`config.mk`:
```
export PLATFORM = sky130hd
export DESIGN_NAME = mst_add_cmp
export DESIGN_NICKNAME = d
export VERILOG_FILES = /design/src/hw/rtl/mst_pkg.sv /design/src/hw/rtl/mst_add_cmp.sv
export SDC_FILE = /design/constraint.sdc
export NUM_CORES = 1
export LEC_CHECK = 0
export ABC_AREA = 1
export BUFFER_PORTS_ARGS = -buffer_cell sky130_fd_sc_hd__buf_2
export CAP_MARGIN = 20
export CORE_ASPECT_RATIO = 0.5
export CORE_MARGIN = 5
export CORE_UTILIZATION = 45
export DETAILED_ROUTE_END_ITERATION = 10
export GPL_TIMING_DRIVEN = 0
export PLACE_DENSITY = 0.8
export SLEW_MARGIN = 30
export SYNTH_ARGS = -nofsm -noshare
export SYNTH_HDL_FRONTEND = slang
export SYNTH_SLANG_ARGS = --single-unit
```
`constraint.sdc`:
```
create_clock -name vclk -period 1.8
set_clock_uncertainty 0.2 [all_clocks]
set_input_delay 0.27 -clock vclk [all_inputs]
set_output_delay 0.27 -clock vclk [all_outputs]
set_load 0.02 [all_outputs]
```
`src/hw/rtl/mst_pkg.sv`:
```
// Shared constants, codes and types of the multi-slot compare timer.
`default_nettype none

package mst_pkg;

   localparam int NUM_SLOTS  = 4;
   localparam int COUNT_BITS = 24;

   // Field widths of the request and response channels.
   localparam int FUNC_BITS   = 2;
   localparam int SLOT_BITS   = 2;
   localparam int PERIOD_BITS = 24;
   localparam int STATUS_BITS = 2;
   localparam int FIRED_BITS  = 4;

   localparam int IDX_BITS = (NUM_SLOTS > 1) ? $clog2(NUM_SLOTS) : 1;
   localparam int ACT_BITS = $clog2(NUM_SLOTS + 1);

   localparam logic [31:0] COUNT_MASK = 32'((64'd1 << COUNT_BITS) - 64'd1);

   typedef enum logic [FUNC_BITS-1:0] {
      FN_CREATE = 2'd0,
      FN_START  = 2'd1,
      FN_STOP   = 2'd2,
      FN_TICK   = 2'd3
   } func_type;

   typedef enum logic [STATUS_BITS-1:0] {
      ST_OK       = 2'd0,
      ST_INVALID  = 2'd1,
      ST_NO_SPACE = 2'd2,
      ST_ALREADY  = 2'd3
   } status_type;

endpackage

`default_nettype wire

```
`src/hw/rtl/mst_add_cmp.sv`:
```
// Shared modulo adder and equality compare used by start, tick and the slot scan of the sequencer.
`default_nettype none

module mst_add_cmp import mst_pkg::*; (
   input  wire logic [COUNT_BITS-1:0] add_a,
   input  wire logic [COUNT_BITS-1:0] add_b,
   input  wire logic [COUNT_BITS-1:0] cmp_c,
   output logic      [COUNT_BITS-1:0] sum,
   output logic                       equal
);

   // The sum wraps at the counter width, which is the modulo of the timer.
   assign sum   = add_a + add_b;
   assign equal = (add_a == cmp_c);

endmodule

`default_nettype wire

```
==> impl_results.md, run 1 <==
- Status: finished, violations left
- Failing checks: negative setup slack
- GRT Total Usage: 27.5%
- Cts hold-fix bufs: 0
- Final HPWL DP: 5.61 mm
- Final Max Tran Viols: 0
- Worst EP required: 1.33 ns
- Yosys top cell area share: 26.7%
- CP Class: in -> out
- Initial DRC Count: 309
- Drc violations: 0
- DRT Pass-1 Iters: 9
- Endpoints failing hold: 0
- Horiz. Die Dim: 106 um
- Fin util: 94.8%
- Via count: 3540
- Filler cells: 126
- WL/cell: 22.4 um
- Ant. Diodes: 0
- Routability Congestion: 0.936
- Die ar.: 0.00616 mm^2
- Boundary Pins: 97
- Clock buffer cells: 0
- Post-Route WL: 12.9 mm
- CP Max Fanout: 4
- Max transition margin: 79.8%
- Hold Path Class: in -> out
- Max frequency: 436 MHz
- Seq Cell Count: 0
- Syn_nets: 481
- IR drop worst, VDD: 0.000330 V
- Vias in the first global route: 3125
- Pin count of the biggest net entering global routing: 7
- Syn Area/Cell: 5.40 um^2
- Via/cell ratio: 6.14
- Hold path start: add_a[0]
- Leak pwr: 2.14 nW
- Multi-input gate area: 0.00270 mm^2
- Final Cycle Share: 127%
- Syn Inst Count: 385
- Final WS setup: -0.494 ns
- Area grow syn2layout: 102%
- Tightest Pin Transition: 0.304 ns
- Cell breakdown of the critical path: buf_8, ha_4, buf_6, nand2_8, nor2_4, nand3_2, nand3_2, nand2_2, nand2_1, nand2_1, nand2_1, buf_6
- PortBufs: 97
- Antenna violations before repair: 0
- Die height: 58.1 um
- First-pass GRT wire length: 14.1 mm
- Maxcap violations: 0
- Hold Crit Depth: 3
- Fin nets: 618
- Leading area contributor after synthesis: nand2_1
- Power per Cell Area: 435 mW/mm^2
- Core Area: 0.00442 mm^2
- CP arrival: 1.82 ns
- Biggest cell delay along the critical path: 0.30 ns
- Top cells by area, synth: nand2_1 27%, ha_1 14%, inv_1 13%
- Layout cells sized above 1: 59.0%
- # rows: 17
- Sequential share of the synthesized area: 0%
- Minimum clock period: 2.29 ns
- Most used cell, CP: nand2_1
- RSZ-0062 raised after global routing: yes
- Netlist Area Pre-Place: 0.00208 mm^2
- FF/Latch Area: 0 um^2
- Yosys warns: 0
- Hold endpoint: sum[0]
- Post-detailed-route count of antenna-violating nets: 0
- Initial Util: 47.0%
- Gr ovfl total: 0
- Most frequent cells in the layout: 88 x nand2_1, 64 x inv_1, 52 x nand2_2
- Unique masters post-synth: 21
- Worst setup EP type: output port
- Worst Setup Start Kind: input pin
- Most common cell after layout, fill and taps aside: nand2_1
- Final setup vio count: 23
- Slowest cell on crit path: ha_4
- Setup TNS: -7.48 ns
[final cells by class]
| type | count | area share, % |
|---|---|---|
| Multi-Input combinational cell | 308 | 64.4 |
| Tap cell | 57 | 1.70 |
| Timing Repair Buffer | 135 | 26.9 |
| Inverter | 77 | 7.01 |
[routing by layer]
metal | track usage, % | vias to the layer above | part of all wire [%] | wire (um)
met5 | 0 | - | 0 | 0
met4 | 7.56 | 0 | 7.8 | 1010
met3 | 3.67 | 121 | 15 | 1970
met2 | 52.8 | 391 | 44 | 5680
met1 | 32.5 | 1590 | 33 | 4260
li1 | - | 1438 | - | -
[cell usage after synthesis (all sizes together)]
| cell type | instances |
|---|---|
| a21oi | 14 |
| xor2 | 16 |
| nand4 | 9 |
| nor2 | 31 |
| nand3 | 23 |
| fa | 1 |
| inv | 77 |
| nor3 | 4 |
| and2 | 1 |
| nand2 | 163 |
| xnor2 | 20 |
| ha | 23 |
| nand3b | 2 |
| o21ai | 1 |
[cells by family after synthesis]
family | synth area share (%)
compound gates | 3.79
fa+ha+maj | 14.8
simple gates | 52.3
buf+inv | 13.9
xor+xnor | 15.2
[worst max path at each step]
| stage | startpoint | to | slack [ns] | depth (start not counted) |
|---|---|---|---|---|
| finish | add_a[5] | sum[17] | -0.49 | 12 |
| floorplan | add_a[0] | sum[8] | -0.13 | 7 |
| global route | add_a[16] | sum[18] | -0.54 | 11 |
| CTS | add_b[0] | sum[12] | -0.31 | 11 |
| detailed placement | add_a[0] | sum[12] | -0.50 | 11 |
| global placement | add_a[0] | sum[12] | -0.49 | 11 |
[worst max-delay path, delay by kind of cell]
family / cells / cell delay, ns
buffers and inverters: 3 / 0.35
adder cells (fa/ha/maj): 1 / 0.30
AND/OR/NAND/NOR: 8 / 0.90
[report_power, final]
part,internal (W),switching (W),total (W)
registers,0,0,0
clock network,0,0,0
logic,0.000797,0.00103,0.00182
[through the flow]
step	instance area, um^2	cells	hold slack [ns]	setup slack (ns)	power [W]
5_1_grt	4190	577	0.719	-0.542	0.00190
3_3_place_gp	2900	539	0.694	-0.489	0.00106
6_report	4190	577	0.700	-0.494	0.00182
4_1_cts	3840	567	0.674	-0.314	0.00148
2_1_floorplan	2340	385	0.475	-0.134	0.000749
3_5_place_dp	2900	539	0.710	-0.502	0.00107
[repair_timing]
item | CTS | global route
setup buffers | 28 | 11
gates cloned | 0 | 0
pin swaps | 86 | 49
setup endpoints to repair | 20 | 23
resized for setup | 189 | 67
Note: power is estimated with default switching activity, not from simulation.
==> inputs of run 2 (changes only) <==
--- a/config.mk
+++ b/config.mk
@@ -14,6 +14,7 @@
 export DETAILED_ROUTE_END_ITERATION = 10
 export GPL_TIMING_DRIVEN = 0
 export PLACE_DENSITY = 0.8
+export SETUP_SLACK_MARGIN = 0.3
 export SLEW_MARGIN = 30
 export SYNTH_ARGS = -nofsm -noshare
 export SYNTH_HDL_FRONTEND = slang
==> run 2 against run 1 <==
  * The flow now stops in 5_1_grt
  * Area after synthesis unchanged
  * Synthesized cell count did not move
==> impl_results.md, run 2 <==
- Final HPWL DP: 5.90 mm (+5.2%)
- Syn Inst Count: 385 (unchanged)
- Pin count of the biggest net entering global routing: 7
- Post-synth top cells: 148 x nand2_1, 73 x inv_1, 23 x ha_1
- Dpl ws: -0.473 ns (+0.0291 ns)
- Cts hold-fix bufs: 0 (unchanged)
- Boundary Pins: 97 (unchanged)
- Netlist Area Pre-Place: 0.00208 mm^2 (unchanged)
- PortBufs: 97 (unchanged)
- Unique masters post-synth: 21 (unchanged)
- Last stage: 5_1_grt
- Status: aborted with a tool error
- Post-DP Area: 0.00316 mm^2 (+9.1%)
- # rows: 17 (unchanged)
- Leading area contributor after synthesis: nand2_1
- Syn_nets: 481 (unchanged)
- Sequential share of the synthesized area: 0% (unchanged)
- Yosys top cell area share: 26.7% (unchanged)
- WEP type: top-level output
- Die height: 58.1 um (unchanged)
- Routability Congestion: 0.897 (-4.2%)
- Yosys warns: 0 (unchanged)
- GRT worst endpoint: sum[20]
- Syn Area/Cell: 5.40 um^2 (unchanged)
- Initial Util: 47.0% (unchanged)
- Top cells by area, synth: nand2_1 27%, ha_1 14%, inv_1 13%
- Count leader, synth: nand2_1
- Horiz. Die Dim: 106 um (unchanged)
- Tool error message: [ERROR DPL-0038] Utilization greater than 100%, impossible to legalize
==> run 2: kinds of logic after synthesis <==
| group | Yosys count | share of synthesized area [%] |
|---|---|---|
| adder cells (fa/ha/maj) | 24 | 14.8 |
| AO/OA/AOI/OAI | 15 | 3.79 |
| buffers and inverters | 77 | 13.9 |
| AND/OR/NAND/NOR | 233 | 52.3 |
| XOR/XNOR | 36 | 15.2 |
==> run 2: what timing repair did <==
action                     4_1_cts
setup endpoints to repair       24
buffers inserted                25
pin swaps                       74
gates resized for setup        169
==> run 2: per-stage QoR <==
stage	hold WS, ns	TNS, ns	utilization, %	cells
floorplan	0.475	-0.371	-	385
global placement	0.692	-5.63	71.4	539
detailed placement	0.695	-5.93	71.4	539
CTS	0.667	-4.56	90.0	564
==> inputs of run 3 (changes only) <==
--- a/config.mk
+++ b/config.mk
@@ -8,13 +8,11 @@
 export ABC_AREA = 1
 export BUFFER_PORTS_ARGS = -buffer_cell sky130_fd_sc_hd__buf_2
 export CAP_MARGIN = 20
-export CORE_ASPECT_RATIO = 0.5
 export CORE_MARGIN = 5
-export CORE_UTILIZATION = 45
+export CORE_UTILIZATION = 40
 export DETAILED_ROUTE_END_ITERATION = 10
 export GPL_TIMING_DRIVEN = 0
-export PLACE_DENSITY = 0.8
-export SETUP_SLACK_MARGIN = 0.3
+export PLACE_DENSITY_LB_ADDON = 0.15
 export SLEW_MARGIN = 30
 export SYNTH_ARGS = -nofsm -noshare
 export SYNTH_HDL_FRONTEND = slang
==> constraint.sdc (replaced) <==
create_clock -name vclk -period 2.35
set_clock_uncertainty 0.2 [all_clocks]
set_input_delay 0.3525 -clock vclk [all_inputs]
set_output_delay 0.3525 -clock vclk [all_outputs]
set_load 0.02 [all_outputs]
==> run 3 against run 2 <==
  * The run now ends clean
==> impl_results.md, run 3 (same netlist as run 1, synthesis figures left out) <==
- Status: complete, no violations
- Drc violations: 0
- Core Area: 0.00507 mm^2
- Crit path buffers/inverters: 4
- WL/cell: 11.8 um
- Max frequency: 429 MHz
- # rows: 26 (+9)
- Non-filler instance count after layout: 559
- Filler cells: 497
- Post-DP Area: 0.00265 mm^2 (-16%)
- Via count: 2543
- Post-detailed-route count of antenna-violating nets: 0
- Horiz. Die Dim: 82.1 um (-23%)
- Antenna violations before repair: 0
- Hold WS: 0.875 ns
- Fin nets: 587
- CP Class: in -> out
- RSZ-0062 raised after global routing: yes
- IR drop worst, VDD: 0.000132 V
- Multi-input gate area: 0.00217 mm^2
- Ant. Diodes: 0
- Final setup vio count: 0
- GRT Total Usage: 17.2%
- FF/Latch Area: 0 um^2
- Power share of the clock group: 0%
- Area grow syn2layout: 49.8%
- Die height: 82.1 um (+41%)
- Hold Path Class: in -> out
- Initial DRC Count: 64
- Global routing usage on met1: 23.0%
- CP Max Fanout: 3
- Internal Power: 0.000374 W
- Maxcap violations: 0
- Layout cells sized above 1: 38.9%
- Post-Layout Inst Area: 0.00311 mm^2
- Final Max Tran Viols: 0
- Setup TNS: 0 ns
- Final Cycle Share: 99.3%
- Post-Route WL: 6.58 mm
- Worst EP required: 1.80 ns
- Minimum clock period: 2.33 ns
- Boundary Pins: 97 (unchanged)
- Most common cell after layout, fill and taps aside: nand2_1
- Combinational power share: 100.0%
- Pin count of the biggest net entering global routing: 7
- PortBufs: 97 (unchanged)
- Most frequent cells in the layout: 140 x nand2_1, 89 x buf_2, 73 x inv_1
- Met2 Usage GRT: 32.1%
- Power per Cell Area: 288 mW/mm^2
- Endpoints failing hold: 0
- Busiest grt layer: met2
- Tightest Pin Transition: 0.235 ns
- Clock buffer cells: 0
- Worst Setup Start Kind: input pin
- Routing usage on met3: 0.651%
- Sw frac: 58.4%
- Initial Util: 41.0% (-6.0 points)
- Most used cell, CP: buf_4
- CP arrival: 1.78 ns
- Vias in the first global route: 2283
- Slowest cell on crit path: fa_2
- Leak pwr: 1.75 nW
- Max transition margin: 84.2%
- Final HPWL DP: 5.39 mm (-8.6%)
- Die ar.: 0.00674 mm^2
- Fin util: 61.4%
- Switching power total: 0.000524 W
- First-pass GRT wire length: 9.46 mm
- Worst setup EP type: output port
- Cell breakdown of the critical path: buf_2, ha_4, fa_2, nand3_2, nand3_4, buf_4, buf_4, xor2_1, buf_4
- Critical path's top delay family: buffers and inverters
- Biggest cell delay along the critical path: 0.37 ns
- Seq Cell Count: 0
- Seq pwr share: 0%
- Via/cell ratio: 4.55
- Cts hold-fix bufs: 0 (unchanged)
- Gr ovfl total: 0
- DRT Pass-1 Iters: 4
- Post-Place Cells: 552 (+2.4%)
- Routability Congestion: 0.864 (-3.6%)
-- run 3: final timing paths --
check             startpoint      to  slack (ns)  cells after the start
hold / removal      add_b[0]  sum[0]        0.87                      3
setup / recovery    add_a[0]  sum[4]        0.02                      9
-- run 3: routing by layer --
layer,vias to the layer above,part of all wire (%)
li1,1380,-
met1,1101,45
met2,60,50
met3,2,4.7
met4,0,0.15
met5,-,0
-- run 3: metrics by stage --
stage          worst slack, ns  total power (W)
6_report                0.0164         0.000898
5_1_grt                -0.0328         0.000984
4_1_cts                -0.0117         0.000775
3_5_place_dp            -0.219         0.000747
3_3_place_gp            -0.198         0.000742
2_1_floorplan          0.00469         0.000512
-- run 3: timing repair --
item,CTS,global route
gates cloned,0,0
pin swaps,1,11
setup endpoints to repair,12,16
gates resized for setup,17,64
setup buffers,3,4
-- run 3: layout make-up --
cell class	instances	share of cell area, %
Multi-Input combinational cell	308	69.6
Tap cell	70	2.81
Timing Repair Buffer	104	18.3
Inverter	77	9.28
-- run 3: power by group through the flow --
stage,clock network [W],logic [W],registers [W]
2_1_floorplan,0,0.000512,0
3_3_place_gp,0,0.000742,0
3_5_place_dp,0,0.000747,0
4_1_cts,0,0.000775,0
5_1_grt,0,0.000984,0
6_report,0,0.000898,0
-- run 3: tightest hold or removal path: cells and delay by family --
family	cells	cell delay (ns)
buffers and inverters	2	0.25
adder cells (fa/ha/maj)	1	0.12
==> inputs of run 4 (changes only) <==
--- a/config.mk
+++ b/config.mk
@@ -6,7 +6,7 @@
 export NUM_CORES = 1
 export LEC_CHECK = 0
 export ABC_AREA = 1
-export BUFFER_PORTS_ARGS = -buffer_cell sky130_fd_sc_hd__buf_2
+export BUFFER_PORTS_ARGS = -buffer_cell sky130_fd_sc_hd__buf_4
 export CAP_MARGIN = 20
 export CORE_MARGIN = 5
 export CORE_UTILIZATION = 40
==> constraint.sdc (replaced) <==
create_clock -name vclk -period 2.1
set_clock_uncertainty 0.2 [all_clocks]
set_input_delay 0.315 -clock vclk [all_inputs]
set_output_delay 0.315 -clock vclk [all_outputs]
set_load 0.02 [all_outputs]
==> run 4 against run 3 <==
  * The run now ends with negative setup slack left
  * Combinational power up 49%
  * Sequential share of layout area unchanged
  * Utilization grew 16 points
  * Critical path type unchanged
  * Largest power group unchanged
==> impl_results.md, run 4 (same netlist as run 1, synthesis figures left out) <==
- Seq Cell Count: 0 (unchanged)
- Pin count of the biggest net entering global routing: 7 (unchanged)
- Post-detailed-route count of antenna-violating nets: 0 (unchanged)
- Hold WS: 0.748 ns (-0.127 ns)
- IR drop worst, VDD: 0.000228 V (+73%)
- Gr ovfl total: 0 (unchanged)
- Hold endpoint: sum[0]
- CP arrival: 1.82 ns (+0.04 ns)
- Boundary Pins: 97 (unchanged)
- Clock buffer cells: 0 (unchanged)
- Vias in the first global route: 2605 (+14%)
- Core Area: 0.00507 mm^2 (unchanged)
- Layout cells sized above 1: 51.6% (+13 points)
- Most frequent cells in the layout: 106 x nand2_1, 96 x buf_4, 66 x inv_1
- Die height: 82.1 um (unchanged)
- Drc violations: 0 (unchanged)
- Non-filler instance count after layout: 578 (+3.4%)
- Switching power total: 0.000724 W (+38%)
- Power per Cell Area: 341 mW/mm^2 (+18%)
- FF/Latch Area: 0 um^2 (unchanged)
- CP Depth: 11 (+2)
- Leak pwr: 2.05 nW (+17%)
- Maxcap violations: 0 (unchanged)
- Post-Place Cells: 552 (unchanged)
- Ant. Diodes: 0 (unchanged)
- CP Max Fanout: 3 (unchanged)
- Hold path start: add_a[0]
- Hold Crit Depth: 3 (unchanged)
- Final Cycle Share: 111%
- Internal Power: 0.000612 W (+64%)
- DR top layer: met4
- Cell breakdown of the critical path: buf_8, ha_4, fa_2, nand3_2, nand3_4, nand2_4, nand2_4, nand2_2, nand2_2, xor2_2, buf_6
- Post-Route WL: 9.03 mm (+37%)
- Routability Congestion: 0.903 (+4.4%)
- Worst Setup Start Kind: input pin
- Worst EP required: 1.58 ns (-0.22 ns)
- Tightest Pin Transition: 0.237 ns (+0.00178 ns)
- Endpoints failing hold: 0 (unchanged)
- Most common cell after layout, fill and taps aside: nand2_1
- Status: finished, violations left
- Fin util: 77.1% (+16 points)
- Initial Util: 41.0% (unchanged)
- Antenna violations before repair: 0 (unchanged)
- Minimum clock period: 2.34 ns
- Cts hold-fix bufs: 0 (unchanged)
- Slowest cell on crit path: fa_2
- Max frequency: 428 MHz
- Final HPWL DP: 5.69 mm (+5.5%)
- # rows: 26 (unchanged)
- Max transition margin: 84.2% (about the same)
- Crit path buffers/inverters: 2 (-2)
- CP Class: in -> out
- Critical path's top delay family: adder cells
- Sw frac: 54.2% (-4.2 points)
- M1 WL: 3.22 mm (+9.0%)
- Hold Path Class: in -> out
- Worst setup EP type: output port
- Via/cell ratio: 5.09 (+12%)
- RSZ-0062 raised after global routing: yes
- Initial DRC Count: 164 (+160%)
- Failing checks: negative setup slack
- Die ar.: 0.00674 mm^2 (unchanged)
- Fin nets: 606 (+3.2%)
- Final Max Tran Viols: 0 (unchanged)
- DR WL met2: 5.01 mm (+51%)
- Biggest cell delay along the critical path: 0.41 ns (+0.04 ns)
- First-pass GRT wire length: 11.5 mm (+22%)
- Area grow syn2layout: 88.1%
- Seq pwr share: 0% (unchanged)
- Post-DP Area: 0.00291 mm^2 (+9.6%)
- GRT Total Usage: 20.9% (+3.7 points)
- DRT Pass-1 Iters: 5 (+1)
- Horiz. Die Dim: 82.1 um (unchanged)
- PortBufs: 97 (unchanged)
- Final setup vio count: 18 (+18)
- Power share of the clock group: 0% (unchanged)
- Final WS setup: -0.236 ns (-0.253 ns)
- Met3 WL: 540 um (+74%)
- Post-Layout Inst Area: 0.00391 mm^2 (+26%)
- Via count: 2940 (+16%)
- Combinational power share: 100.0% (about the same)
- WL/cell: 15.6 um (+33%)
-- run 4: cell types whose count changed in the layout (fill, tap and decap cells not counted), sizes merged --
cell and delta:
buf +19
-- run 4: per-stage QoR --
step,total power (W),setup TNS (ns),setup slack (ns)
2_1_floorplan,0.000577,0,0.00175
3_3_place_gp,0.000927,-2.56,-0.291
3_5_place_dp,0.000936,-2.86,-0.301
4_1_cts,0.00111,-0.396,-0.103
5_1_grt,0.00142,-2.86,-0.290
6_report,0.00134,-1.76,-0.236
-- run 4: worst max path at each step --
stage,startpoint,endpoint,slack (ns)
2_1_floorplan,add_a[0],sum[12],0.002
3_3_place_gp,add_a[0],sum[12],-0.29
3_5_place_dp,add_a[0],sum[12],-0.30
4_1_cts,add_a[0],sum[12],-0.10
5_1_grt,add_a[0],sum[12],-0.29
6_report,add_a[0],sum[12],-0.24
-- run 4: repair_timing --
item	CTS	global route
pin swaps	18	62
setup buffers	8	19
resized for setup	86	92
endpoints found under the setup margin	19	18
-- run 4: area by class of cell --
type	count	area, um^2
Multi-Input combinational cell	308	2490
Fill cell	373	1160
Timing Repair Buffer	123	1040
Inverter	77	292
Tap cell	70	87.6
-- run 4: power by group through the flow --
| stage | clock network, W | logic (W) | registers, W |
|---|---|---|---|
| 2_1_floorplan | 0 | 0.000577 | 0 |
| 3_3_place_gp | 0 | 0.000927 | 0 |
| 3_5_place_dp | 0 | 0.000936 | 0 |
| 4_1_cts | 0 | 0.00111 | 0 |
| 5_1_grt | 0 | 0.00142 | 0 |
| 6_report | 0 | 0.00134 | 0 |
-- run 4: per-layer routing --
layer,GRT usage (%),up-vias
met5,0,-
met4,2.16,0
met3,1.52,25
met2,40.1,116
met1,26.0,1376
li1,-,1423
